`src/hw/rtl/sha256_pkg.sv`:
```
// sha-256 hasher package: types, constants and round functions
`timescale 1ns / 1ps
`default_nettype none
package sha256_pkg;
	localparam int unsigned QueueDepth = 4;

	typedef struct packed {
		logic       op;
		logic [7:0] data_byte;
	} req_t;

	typedef enum logic [2:0] {
		ST_IDLE,
		ST_ROUND,
		ST_ADD,
		ST_EMIT
	} core_state_t;

	localparam logic OP_ABSORB = 1'b0;
	localparam logic OP_FINISH = 1'b1;

	localparam logic [255:0] INIT_HASH = {
		32'h6a09e667, 32'hbb67ae85, 32'h3c6ef372, 32'ha54ff53a,
		32'h510e527f, 32'h9b05688c, 32'h1f83d9ab, 32'h5be0cd19
	};

	function automatic logic [31:0] round_k(input logic [5:0] i);
		logic [31:0] k;
		begin
			case (i)
			6'd0: k = 32'h428a2f98; 6'd1: k = 32'h71374491; 6'd2: k = 32'hb5c0fbcf;
			6'd3: k = 32'he9b5dba5; 6'd4: k = 32'h3956c25b; 6'd5: k = 32'h59f111f1;
			6'd6: k = 32'h923f82a4; 6'd7: k = 32'hab1c5ed5; 6'd8: k = 32'hd807aa98;
			6'd9: k = 32'h12835b01; 6'd10: k = 32'h243185be; 6'd11: k = 32'h550c7dc3;
			6'd12: k = 32'h72be5d74; 6'd13: k = 32'h80deb1fe; 6'd14: k = 32'h9bdc06a7;
			6'd15: k = 32'hc19bf174; 6'd16: k = 32'he49b69c1; 6'd17: k = 32'hefbe4786;
			6'd18: k = 32'h0fc19dc6; 6'd19: k = 32'h240ca1cc; 6'd20: k = 32'h2de92c6f;
			6'd21: k = 32'h4a7484aa; 6'd22: k = 32'h5cb0a9dc; 6'd23: k = 32'h76f988da;
			6'd24: k = 32'h983e5152; 6'd25: k = 32'ha831c66d; 6'd26: k = 32'hb00327c8;
			6'd27: k = 32'hbf597fc7; 6'd28: k = 32'hc6e00bf3; 6'd29: k = 32'hd5a79147;
			6'd30: k = 32'h06ca6351; 6'd31: k = 32'h14292967; 6'd32: k = 32'h27b70a85;
			6'd33: k = 32'h2e1b2138; 6'd34: k = 32'h4d2c6dfc; 6'd35: k = 32'h53380d13;
			6'd36: k = 32'h650a7354; 6'd37: k = 32'h766a0abb; 6'd38: k = 32'h81c2c92e;
			6'd39: k = 32'h92722c85; 6'd40: k = 32'ha2bfe8a1; 6'd41: k = 32'ha81a664b;
			6'd42: k = 32'hc24b8b70; 6'd43: k = 32'hc76c51a3; 6'd44: k = 32'hd192e819;
			6'd45: k = 32'hd6990624; 6'd46: k = 32'hf40e3585; 6'd47: k = 32'h106aa070;
			6'd48: k = 32'h19a4c116; 6'd49: k = 32'h1e376c08; 6'd50: k = 32'h2748774c;
			6'd51: k = 32'h34b0bcb5; 6'd52: k = 32'h391c0cb3; 6'd53: k = 32'h4ed8aa4a;
			6'd54: k = 32'h5b9cca4f; 6'd55: k = 32'h682e6ff3; 6'd56: k = 32'h748f82ee;
			6'd57: k = 32'h78a5636f; 6'd58: k = 32'h84c87814; 6'd59: k = 32'h8cc70208;
			6'd60: k = 32'h90befffa; 6'd61: k = 32'ha4506ceb; 6'd62: k = 32'hbef9a3f7;
			default: k = 32'hc67178f2;
			endcase
			return k;
		end
	endfunction

	function automatic logic [31:0] ror32(input logic [31:0] x, input int unsigned n);
		return (x >> n) | (x << (32 - n));
	endfunction
endpackage
`default_nettype wire

```
`src/hw/rtl/sha256_fifo.sv`:
```
// request queue between the front end and the hashing core
`timescale 1ns / 1ps
`default_nettype none
module sha256_fifo
	import sha256_pkg::*;
#(
	parameter int unsigned DEPTH = QueueDepth
) (
	input  wire       clk,
	input  wire       arst_n,
	input  wire       push,
	input  wire req_t push_data,
	output logic      full,
	input  wire       pop,
	output req_t      pop_data,
	output logic      empty
);
	localparam int unsigned AW = (DEPTH > 1) ? $clog2(DEPTH) : 1;

	req_t          mem_q [DEPTH];
	logic [AW-1:0] wr_q, rd_q;
	logic [AW:0]   cnt_q;

	assign full     = (cnt_q == (AW+1)'(DEPTH));
	assign empty    = (cnt_q == '0);
	assign pop_data = mem_q[rd_q];

	always_ff @(posedge clk) begin
		if (push && !full) mem_q[wr_q] <= push_data;
	end

	always_ff @(posedge clk or negedge arst_n) begin
		if (!arst_n) begin
			wr_q  <= '0;
			rd_q  <= '0;
			cnt_q <= '0;
		end else begin
			if (push && !full)
				wr_q <= (wr_q == AW'(DEPTH - 1)) ? '0 : wr_q + 1'b1;
			if (pop && !empty)
				rd_q <= (rd_q == AW'(DEPTH - 1)) ? '0 : rd_q + 1'b1;
			cnt_q <= cnt_q + (AW+1)'(push && !full) - (AW+1)'(pop && !empty);
		end
	end
endmodule
`default_nettype wire

```
`src/hw/rtl/sha256_core.sv`:
```
// hashing core: block assembly, padding, 64-round compression and digest output
`timescale 1ns / 1ps
`default_nettype none
module sha256_core
	import sha256_pkg::*;
(
	input  wire         clk,
	input  wire         arst_n,
	input  wire         req_valid,
	input  wire req_t   req,
	output logic        req_pop,
	output logic        out_valid,
	input  wire         out_ready,
	output logic [31:0] out_word,
	output logic [2:0]  out_index,
	output logic        out_last,
	output logic        busy
);
	core_state_t state_q, state_d;
	logic [7:0]   blk_q [64];
	logic [5:0]   fill_q;
	logic [63:0]  bits_q;
	logic [31:0]  h_q [8];
	logic [31:0]  v_q [8];
	logic [31:0]  w_q [16];
	logic [5:0]   rnd_q;
	logic         fin_q;   // finishing run in progress
	logic         pad2_q;  // a second padding block is still due
	logic [2:0]   idx_q;
	logic [63:0]  total_q;

	// round datapath
	logic [31:0] t1, t2, s0w, s1w, wnew, wcur;
	always_comb begin
		wcur = w_q[0];
		s0w  = ror32(w_q[1], 7) ^ ror32(w_q[1], 18) ^ (w_q[1] >> 3);
		s1w  = ror32(w_q[14], 17) ^ ror32(w_q[14], 19) ^ (w_q[14] >> 10);
		wnew = w_q[0] + s0w + w_q[9] + s1w;
		t1   = v_q[7] + (ror32(v_q[4], 6) ^ ror32(v_q[4], 11) ^ ror32(v_q[4], 25))
			+ ((v_q[4] & v_q[5]) ^ (~v_q[4] & v_q[6])) + round_k(rnd_q) + wcur;
		t2   = (ror32(v_q[0], 2) ^ ror32(v_q[0], 13) ^ ror32(v_q[0], 22))
			+ ((v_q[0] & v_q[1]) ^ (v_q[0] & v_q[2]) ^ (v_q[1] & v_q[2]));
	end

	logic start_blk, start_pad;
	always_comb begin
		state_d   = state_q;
		req_pop   = 1'b0;
		start_blk = 1'b0;
		start_pad = 1'b0;
		unique case (state_q)
		ST_IDLE: begin
			if (req_valid) begin
				req_pop = 1'b1;
				if (req.op == OP_ABSORB) begin
					if (fill_q == 6'd63) begin
						start_blk = 1'b1;
						state_d   = ST_ROUND;
					end
				end else begin
					start_pad = 1'b1;
					state_d   = ST_ROUND;
				end
			end
		end
		ST_ROUND: if (rnd_q == 6'd63) state_d = ST_ADD;
		ST_ADD:   state_d = (fin_q && !pad2_q) ? ST_EMIT : (fin_q ? ST_ROUND : ST_IDLE);
		ST_EMIT:  if (out_ready && idx_q == 3'd7) state_d = ST_IDLE;
		default:  state_d = ST_IDLE;
		endcase
	end

	always_ff @(posedge clk or negedge arst_n) begin
		if (!arst_n) state_q <= ST_IDLE;
		else         state_q <= state_d;
	end

	// padded block image as bytes; built from the finishing position
	function automatic logic [7:0] pad_byte(input logic [5:0] p, input logic [5:0] f,
		input logic [7:0] b, input logic lenblk, input logic [63:0] tot);
		logic [7:0] r;
		begin
			if (p < f)       r = b;
			else if (p == f) r = 8'h80;
			else             r = 8'h00;
			if (lenblk && p >= 6'd56) r = tot[8*(63-p) +: 8];
			return r;
		end
	endfunction

	logic [63:0] tot_now;
	logic        two_blk;
	assign tot_now = bits_q + {55'd0, fill_q, 3'd0};
	assign two_blk = (fill_q > 6'd55);

	always_ff @(posedge clk or negedge arst_n) begin
		if (!arst_n) begin
			fill_q <= '0;
			bits_q <= '0;
			rnd_q  <= '0;
			fin_q  <= 1'b0;
			pad2_q <= 1'b0;
			idx_q  <= '0;
			for (int i = 0; i < 8; i++) h_q[i] <= INIT_HASH[255-32*i -: 32];
		end else begin
			if (state_q == ST_IDLE && req_valid) begin
				if (req.op == OP_ABSORB) begin
					fill_q <= fill_q + 1'b1;
					if (fill_q == 6'd63) bits_q <= bits_q + 64'd512;
				end else begin
					fin_q  <= 1'b1;
					pad2_q <= two_blk;
				end
			end
			if (state_q == ST_ROUND) rnd_q <= rnd_q + 1'b1;
			if (state_q == ST_ADD) begin
				for (int i = 0; i < 8; i++) h_q[i] <= h_q[i] + v_q[i];
				if (pad2_q) pad2_q <= 1'b0;
			end
			if (state_q == ST_EMIT && out_ready) begin
				idx_q <= idx_q + 1'b1;
				if (idx_q == 3'd7) begin
					fin_q  <= 1'b0;
					fill_q <= '0;
					bits_q <= '0;
					for (int i = 0; i < 8; i++) h_q[i] <= INIT_HASH[255-32*i -: 32];
				end
			end
		end
	end

	// block bytes, round state and message schedule
	always_ff @(posedge clk) begin
		if (state_q == ST_IDLE && req_valid && req.op == OP_ABSORB)
			blk_q[fill_q] <= req.data_byte;
		if (start_blk || start_pad || (state_q == ST_ADD && fin_q && pad2_q)) begin
			for (int i = 0; i < 8; i++) v_q[i] <= (state_q == ST_ADD) ? h_q[i] + v_q[i] : h_q[i];
			for (int j = 0; j < 16; j++) begin
				for (int k = 0; k < 4; k++) begin
					logic [5:0] p;
					logic [7:0] b;
					p = 6'(4*j + k);
					if (start_blk)
						b = (p == 6'd63) ? req.data_byte : blk_q[p];
					else if (start_pad)
						b = pad_byte(p, fill_q, blk_q[p], !two_blk, tot_now);
					else
						b = (p >= 6'd56) ? total_q[8*(63-p) +: 8] : 8'h00;
					w_q[j][31-8*k -: 8] <= b;
				end
			end
		end else if (state_q == ST_ROUND) begin
			v_q[7] <= v_q[6];
			v_q[6] <= v_q[5];
			v_q[5] <= v_q[4];
			v_q[4] <= v_q[3] + t1;
			v_q[3] <= v_q[2];
			v_q[2] <= v_q[1];
			v_q[1] <= v_q[0];
			v_q[0] <= t1 + t2;
			for (int j = 0; j < 15; j++) w_q[j] <= w_q[j+1];
			w_q[15] <= wnew;
		end
		if (start_pad) total_q <= tot_now;
	end

	assign out_valid = (state_q == ST_EMIT);
	assign out_word  = h_q[idx_q];
	assign out_index = idx_q;
	assign out_last  = (idx_q == 3'd7);
	assign busy      = (state_q != ST_IDLE);
endmodule
`default_nettype wire

```
`src/hw/rtl/sha256_byte_stream_hasher.sv`:
```
// top level of the sha-256 byte stream hasher
// an absorb is stored in the block buffer; one that fills a block loads it, then runs
// 64 rounds, one per cycle, and an add; a finish runs one or two padded blocks that way,
// then emits the 8 digest words; the queue registers each request before the core sees it
// requests wait while a block is compressed in the single shared round unit
// reset: arst_n clears queue, counters and state and loads the initial hash values
`timescale 1ns / 1ps
`default_nettype none
module sha256_byte_stream_hasher
	import sha256_pkg::*;
#(
	parameter int unsigned QUEUE_DEPTH = QueueDepth
) (
	input  wire         clk,
	input  wire         arst_n,
	input  wire         s_tvalid,
	output logic        s_tready,
	input  wire  [7:0]  s_tdata,   // data_byte
	input  wire         s_tuser,   // op
	output logic        m_tvalid,
	input  wire         m_tready,
	output logic [39:0] m_tdata,   // digest_word [31:0], word_index [34:32], zero fill
	output logic        m_tlast    // last
);
	req_t in_req, q_req;
	logic full, empty, pop, busy;
	logic [31:0] word;
	logic [2:0]  index;

	// front end: classify each request into the queue
	assign in_req.op        = s_tuser;
	assign in_req.data_byte = s_tdata;
	assign s_tready         = !full;

	sha256_fifo #(.DEPTH(QUEUE_DEPTH)) u_fifo (
		.clk(clk), .arst_n(arst_n),
		.push(s_tvalid), .push_data(in_req), .full(full),
		.pop(pop), .pop_data(q_req), .empty(empty)
	);

	// back end: compression and digest output
	sha256_core u_core (
		.clk(clk), .arst_n(arst_n),
		.req_valid(!empty), .req(q_req), .req_pop(pop),
		.out_valid(m_tvalid), .out_ready(m_tready),
		.out_word(word), .out_index(index), .out_last(m_tlast),
		.busy(busy)
	);

	assign m_tdata = {5'd0, index, word};

	// the core only takes requests when idle
	a_pop_idle: assert property (@(posedge clk) disable iff (!arst_n) pop |-> !busy)
		else $error("request taken while core busy");
	// last marks only the final digest word
	a_last_idx: assert property (@(posedge clk) disable iff (!arst_n)
		m_tvalid && m_tlast |-> m_tdata[34:32] == 3'd7)
		else $error("last on wrong word");
	// word index steps after each delivered word
	a_idx_step: assert property (@(posedge clk) disable iff (!arst_n)
		m_tvalid && m_tready && !m_tlast
		|=> m_tvalid && m_tdata[34:32] == $past(m_tdata[34:32]) + 3'd1)
		else $error("digest word order broken");
endmodule
`default_nettype wire

```
`config.mk`:
```
export PLATFORM = sky130hd
export DESIGN_NAME = sha256_byte_stream_hasher
export DESIGN_NICKNAME = d
export VERILOG_FILES = /design/src/hw/rtl/sha256_pkg.sv /design/src/hw/rtl/sha256_fifo.sv /design/src/hw/rtl/sha256_core.sv /design/src/hw/rtl/sha256_byte_stream_hasher.sv
export SDC_FILE = /design/constraint.sdc
export NUM_CORES = 2
export LEC_CHECK = 0
export BUFFER_PORTS_ARGS = -buffer_cell sky130_fd_sc_hd__buf_4
export CORE_UTILIZATION = 34
export CTS_BUF_LIST = sky130_fd_sc_hd__clkbuf_4 sky130_fd_sc_hd__clkbuf_8
export DETAILED_ROUTE_END_ITERATION = 12
export PLACE_DENSITY = 0.53
export SETUP_SLACK_MARGIN = 0.05
export SLEW_MARGIN = 20
export SYNTH_ARGS = -nofsm -noshare
export SYNTH_HDL_FRONTEND = slang
export SYNTH_SLANG_ARGS = --single-unit
```
`constraint.sdc`:
```
create_clock -name clk -period 49.1 [get_ports clk]
set_input_delay 2.455 -clock clk [delete_from_list [all_inputs] [get_ports clk]]
set_output_delay 2.455 -clock clk [all_outputs]
set_load 0.03 [all_outputs]
```
==> summary.md <==
| Metric | Value |
|---|---|
| Outcome | complete, no violations |
| I/O pins | 56 |
| Number of warnings issued by yosys | 0 |
| NumNets Final | just over 9000 |
| Post-DP HPWL | 238.9 mm |
| Asr flop ratio synth | 0.1975 |
| Row count | ~200 |
| Via count | about 71000 |
| Worst-Skew Late Latency | between 900 and 1000 ps |
| Drt via density | ~5.7 |
| Top routing layer used | met5 |
| Crit path kind | reg2reg |
| Core area | 283000 sq um |
| Share of cells above drive strength 1 | 0.1158 |
| R2r worst-path depth | 36 |
| Crit path max fanout | 18 |
| Hold-fix buffers at CTS | 0 |
| Post-synth EDFFs | approximately 1400 |
| Met2 wire length | approximately 160 mm |
| Tmin final | roughly 11000 ps |
| Count of final setup violators | 0 |
| Largest net degree at the start of global routing | between 150 and 200 |
| Slew margin rel. | 0.2082 |
| Type of destination of the critical path | flip-flop |
| Seq cells post-synth | 1706 |
| Cts repair resizes | 0 |
| H-tree depth reported by CTS | 5 |
| Most used DFF post-synth | edfxtp_1 |
| Critical path launch point type | flip-flop |
| Unique cell type count in the Yosys netlist | 91 |
| CP Launch Point | u_core.rnd_q[1]$_DFFE_PN0P_ |
| Initial Util | 0.3426 |
| Clock Sinks | approximately 1700 |
| Hold Fails Final Rpt | 0 |
| Slew Limit Fails | 0 |
| Largest cells by area after synthesis | edfxtp_1 42%, ha_1 5.2%, dfrtp_1 5.2% |
| Final period util | 0.2199 |
| Max stage delay on crit path | between 800 and 900 ps |
| First-pass GRT wire length | a little under 500 mm |
| Die width | between 500 and 600 microns |
| Top-area cell type share of the netlist area | 0.4239 |
| Initial antenna violation count | 6 |
| Mean post-synth cell area | approximately 11 sq um |
| Worst reg-to-reg setup slack | roughly 38000 ps |
| Gr ovfl total | 0 |
| Critical Path AT | between 10000 and 15000 ps |
| Root Buffer | clkbuf_8 |
| I/O Buffers | 50 |
| Worst reg2reg path startpoint | u_core.rnd_q[1]$_DFFE_PN0P_ |
| Hold WC Path Type | reg2reg |
| Worst EP required | about 50000 ps |
| Synth Cell Area | a little under 100000 sq um |
| Vias in the first global route | 70560 |
| Num CTS Buffers | approximately 320 |
| RSZ-0062 raised after global routing | no |
| CP max-delay cell | dfrtp_1 |
| Worst Setup EP | u_core.v_q[0][31]$_DFFE_PP_ |
| CTS tree | done |
| Crit-path most repeated cell | a21oi_1 |
| Post-synthesis cell count | 8648 |
| Synth-to-layout area growth | 10.89% |
| Worst-path clk slew | 60 ps |
| Final instance area | between 100000 and 150000 sq um |
| Area leader, netlist | edfxtp_1 |
| Placer congestion estimate | just over 0.9 |
| DRT iter0 DRCs | about 7200 |
| Post-route setup TNS | 0 ps |
| FILL cells | around 28000 |
| Clock skew | just over 90 ps |
| ANT nets after route | 0 |
| Seq/Total Area, Yosys | 0.5127 |
| Placement Cell Area | 101200 sq um |
| Routed len/inst | between 20 and 30 microns |
| Die Y | 536.1 microns |
| Die area | approximately 290000 sq um |
| Slew @ Worst Pin | 1188 ps |
| Crit Reg-Reg Endpoint | u_core.v_q[0][31]$_DFFE_PP_ |
| Fmax | 0.09263 GHz |
| GRT Overall Usage | 0.2333 |
| DR pass1 iterations | 9 |
| Met3 WL | 23.25 mm |
| Maximum root-to-sink buffer count | 4 |
| Postcts setup bufs | 0 |
| Post-Route M1 WL | around 140 mm |
| Max-Cap Viols | 0 |
| Routed WL | around 340 mm |
| Post-route DRC violation count | 0 |
==> how the worst min path moves through the flow <==
stage	depth (start not counted)	startpoint	slack [ps]	to
2_1_floorplan	1	u_fifo.cnt_q[2]$_DFF_PN0_	470	u_fifo.cnt_q[2]$_DFF_PN0_
4_1_cts	1	u_core.blk_q[0][1]$_DFFE_PP_	490	u_core.w_q[0][25]$_DFFE_PP_
6_report	2	u_core.h_q[203]$_DFF_PN1_	510	u_core.h_q[203]$_DFF_PN1_
5_1_grt	1	u_core.blk_q[0][1]$_DFFE_PP_	510	u_core.w_q[0][25]$_DFFE_PP_
3_5_place_dp	0	u_core.bits_q[59]$_DFF_PN0_	500	u_core.total_q[59]$_DFFE_PP_
3_3_place_gp	1	u_fifo.cnt_q[2]$_DFF_PN0_	480	u_fifo.cnt_q[2]$_DFF_PN0_
==> metrics by stage <==
stage | hold WS, ps | std cells | setup WS, ps | utilization
3_3_place_gp | 484.6 | 12030 | 38540 | 0.3574
5_1_grt | 506.8 | 12580 | 37680 | 0.3799
4_1_cts | 492.7 | 12580 | 38400 | 0.3799
6_report | 507.1 | 12590 | 38300 | 0.3800
2_1_floorplan | 467.7 | 8652 | 29070 | -
3_5_place_dp | 498.5 | 12030 | 38520 | 0.3575
==> flip-flops by register name (all words and copies together) (netlist names) <==
register,count
u_core.w_q,512
u_core.blk_q,504
u_core.h_q,256
u_core.v_q,256
u_core.total_q,61
u_core.bits_q,55
u_fifo.mem_q,36
u_core.fill_q,6
u_core.rnd_q,6
u_core.out_index,3
u_fifo.cnt_q,3
u_core.state_q,2
u_fifo.rd_q,2
u_fifo.wr_q,2
u_core.fin_q,1
u_core.pad2_q,1
==> synthesized netlist by cell type (all sizes together), types with 24 or more instances <==
library cell  count
xnor2           401
o21ai           418
a22oi            27
dfstp           136
o211ai           87
buf              85
xor2            226
a21o            164
a222oi           51
fa              196
nor4             24
o21bai           66
a21oi           711
dfrtp           201
or3              56
nand4            33
nor3             83
o22ai            38
nand2b           55
and3             45
a211oi           97
and2             27
a221o            41
o31ai            29
a31oi            76
mux2i           122
mux2             69
nor2            701
ha              403
nor2b            80
mux4             82
nand2           723
a22o            378
clkbuf          440
o21a             58
edfxtp         1369
inv             454
nand3           152
==> area by class of cell <==
class	instances	area, sq um	share of cell area
sequential	1706	49740	0.4625
tap	3743	4683	0.04355
antenna	3	7.507	0.00006981
inverter	458	1727	0.01606
clock inverter	94	769.5	0.007156
multi-input combinational	5963	43710	0.4065
timing repair buffer	159	1330	0.01237
clock buffer	460	5574	0.05184
==> cell families after synthesis <==
kind of cell / share of synthesized area
AO/OA/AOI/OAI: 0.1648
AND/OR/NAND/NOR: 0.09302
flip-flops: 0.5127
buffers and inverters: 0.03850
XOR/XNOR: 0.05663
adder cells (fa/ha/maj): 0.09473
multiplexers: 0.03965
other: 0.00003867
==> cells in the final DEF, fill, tap and decap left out, types with 49 or more instances in the layout <==
cell / n
mux2i_1: 122
dfstp_2: 136
a21oi_1: 711
a222oi_1: 51
mux2_2: 69
o211ai_1: 87
a21o_1: 164
fa_1: 196
a31oi_1: 75
buf_4: 147
edfxtp_1: 1369
o21a_1: 58
inv_1: 452
mux4_2: 75
clkbuf_8: 339
nor2_1: 694
nand3_1: 150
or3_1: 56
xnor2_1: 401
dfrtp_1: 193
nor2b_1: 78
ha_1: 403
o21ai_0: 407
a22o_1: 378
a211oi_1: 97
clkbuf_4: 121
nor3_1: 81
nand2_1: 720
nand2b_1: 54
clkinv_1: 49
o21bai_1: 66
xor2_1: 226
==> routing by layer <==
metal	GRT usage	vias to the layer above
li1	-	31730
met4	0.09690	6
met5	0	-
met2	0.3797	2924
met1	0.3089	36110
met3	0.03607	633
==> worst max-delay path, delay by kind of cell (launching register included) <==
kind	cells	cell delay, ps
AO/OA/AOI/OAI	16	3690
adder cells (fa/ha/maj)	7	3280
AND/OR/NAND/NOR	4	880
flip-flops	1	820
buffers and inverters	5	750
multiplexers	2	630
XOR/XNOR	2	400
Power is left out: the tool's default activity adds up to more than one toggle a clock period on the data nets, which glitch-free logic cannot reach.
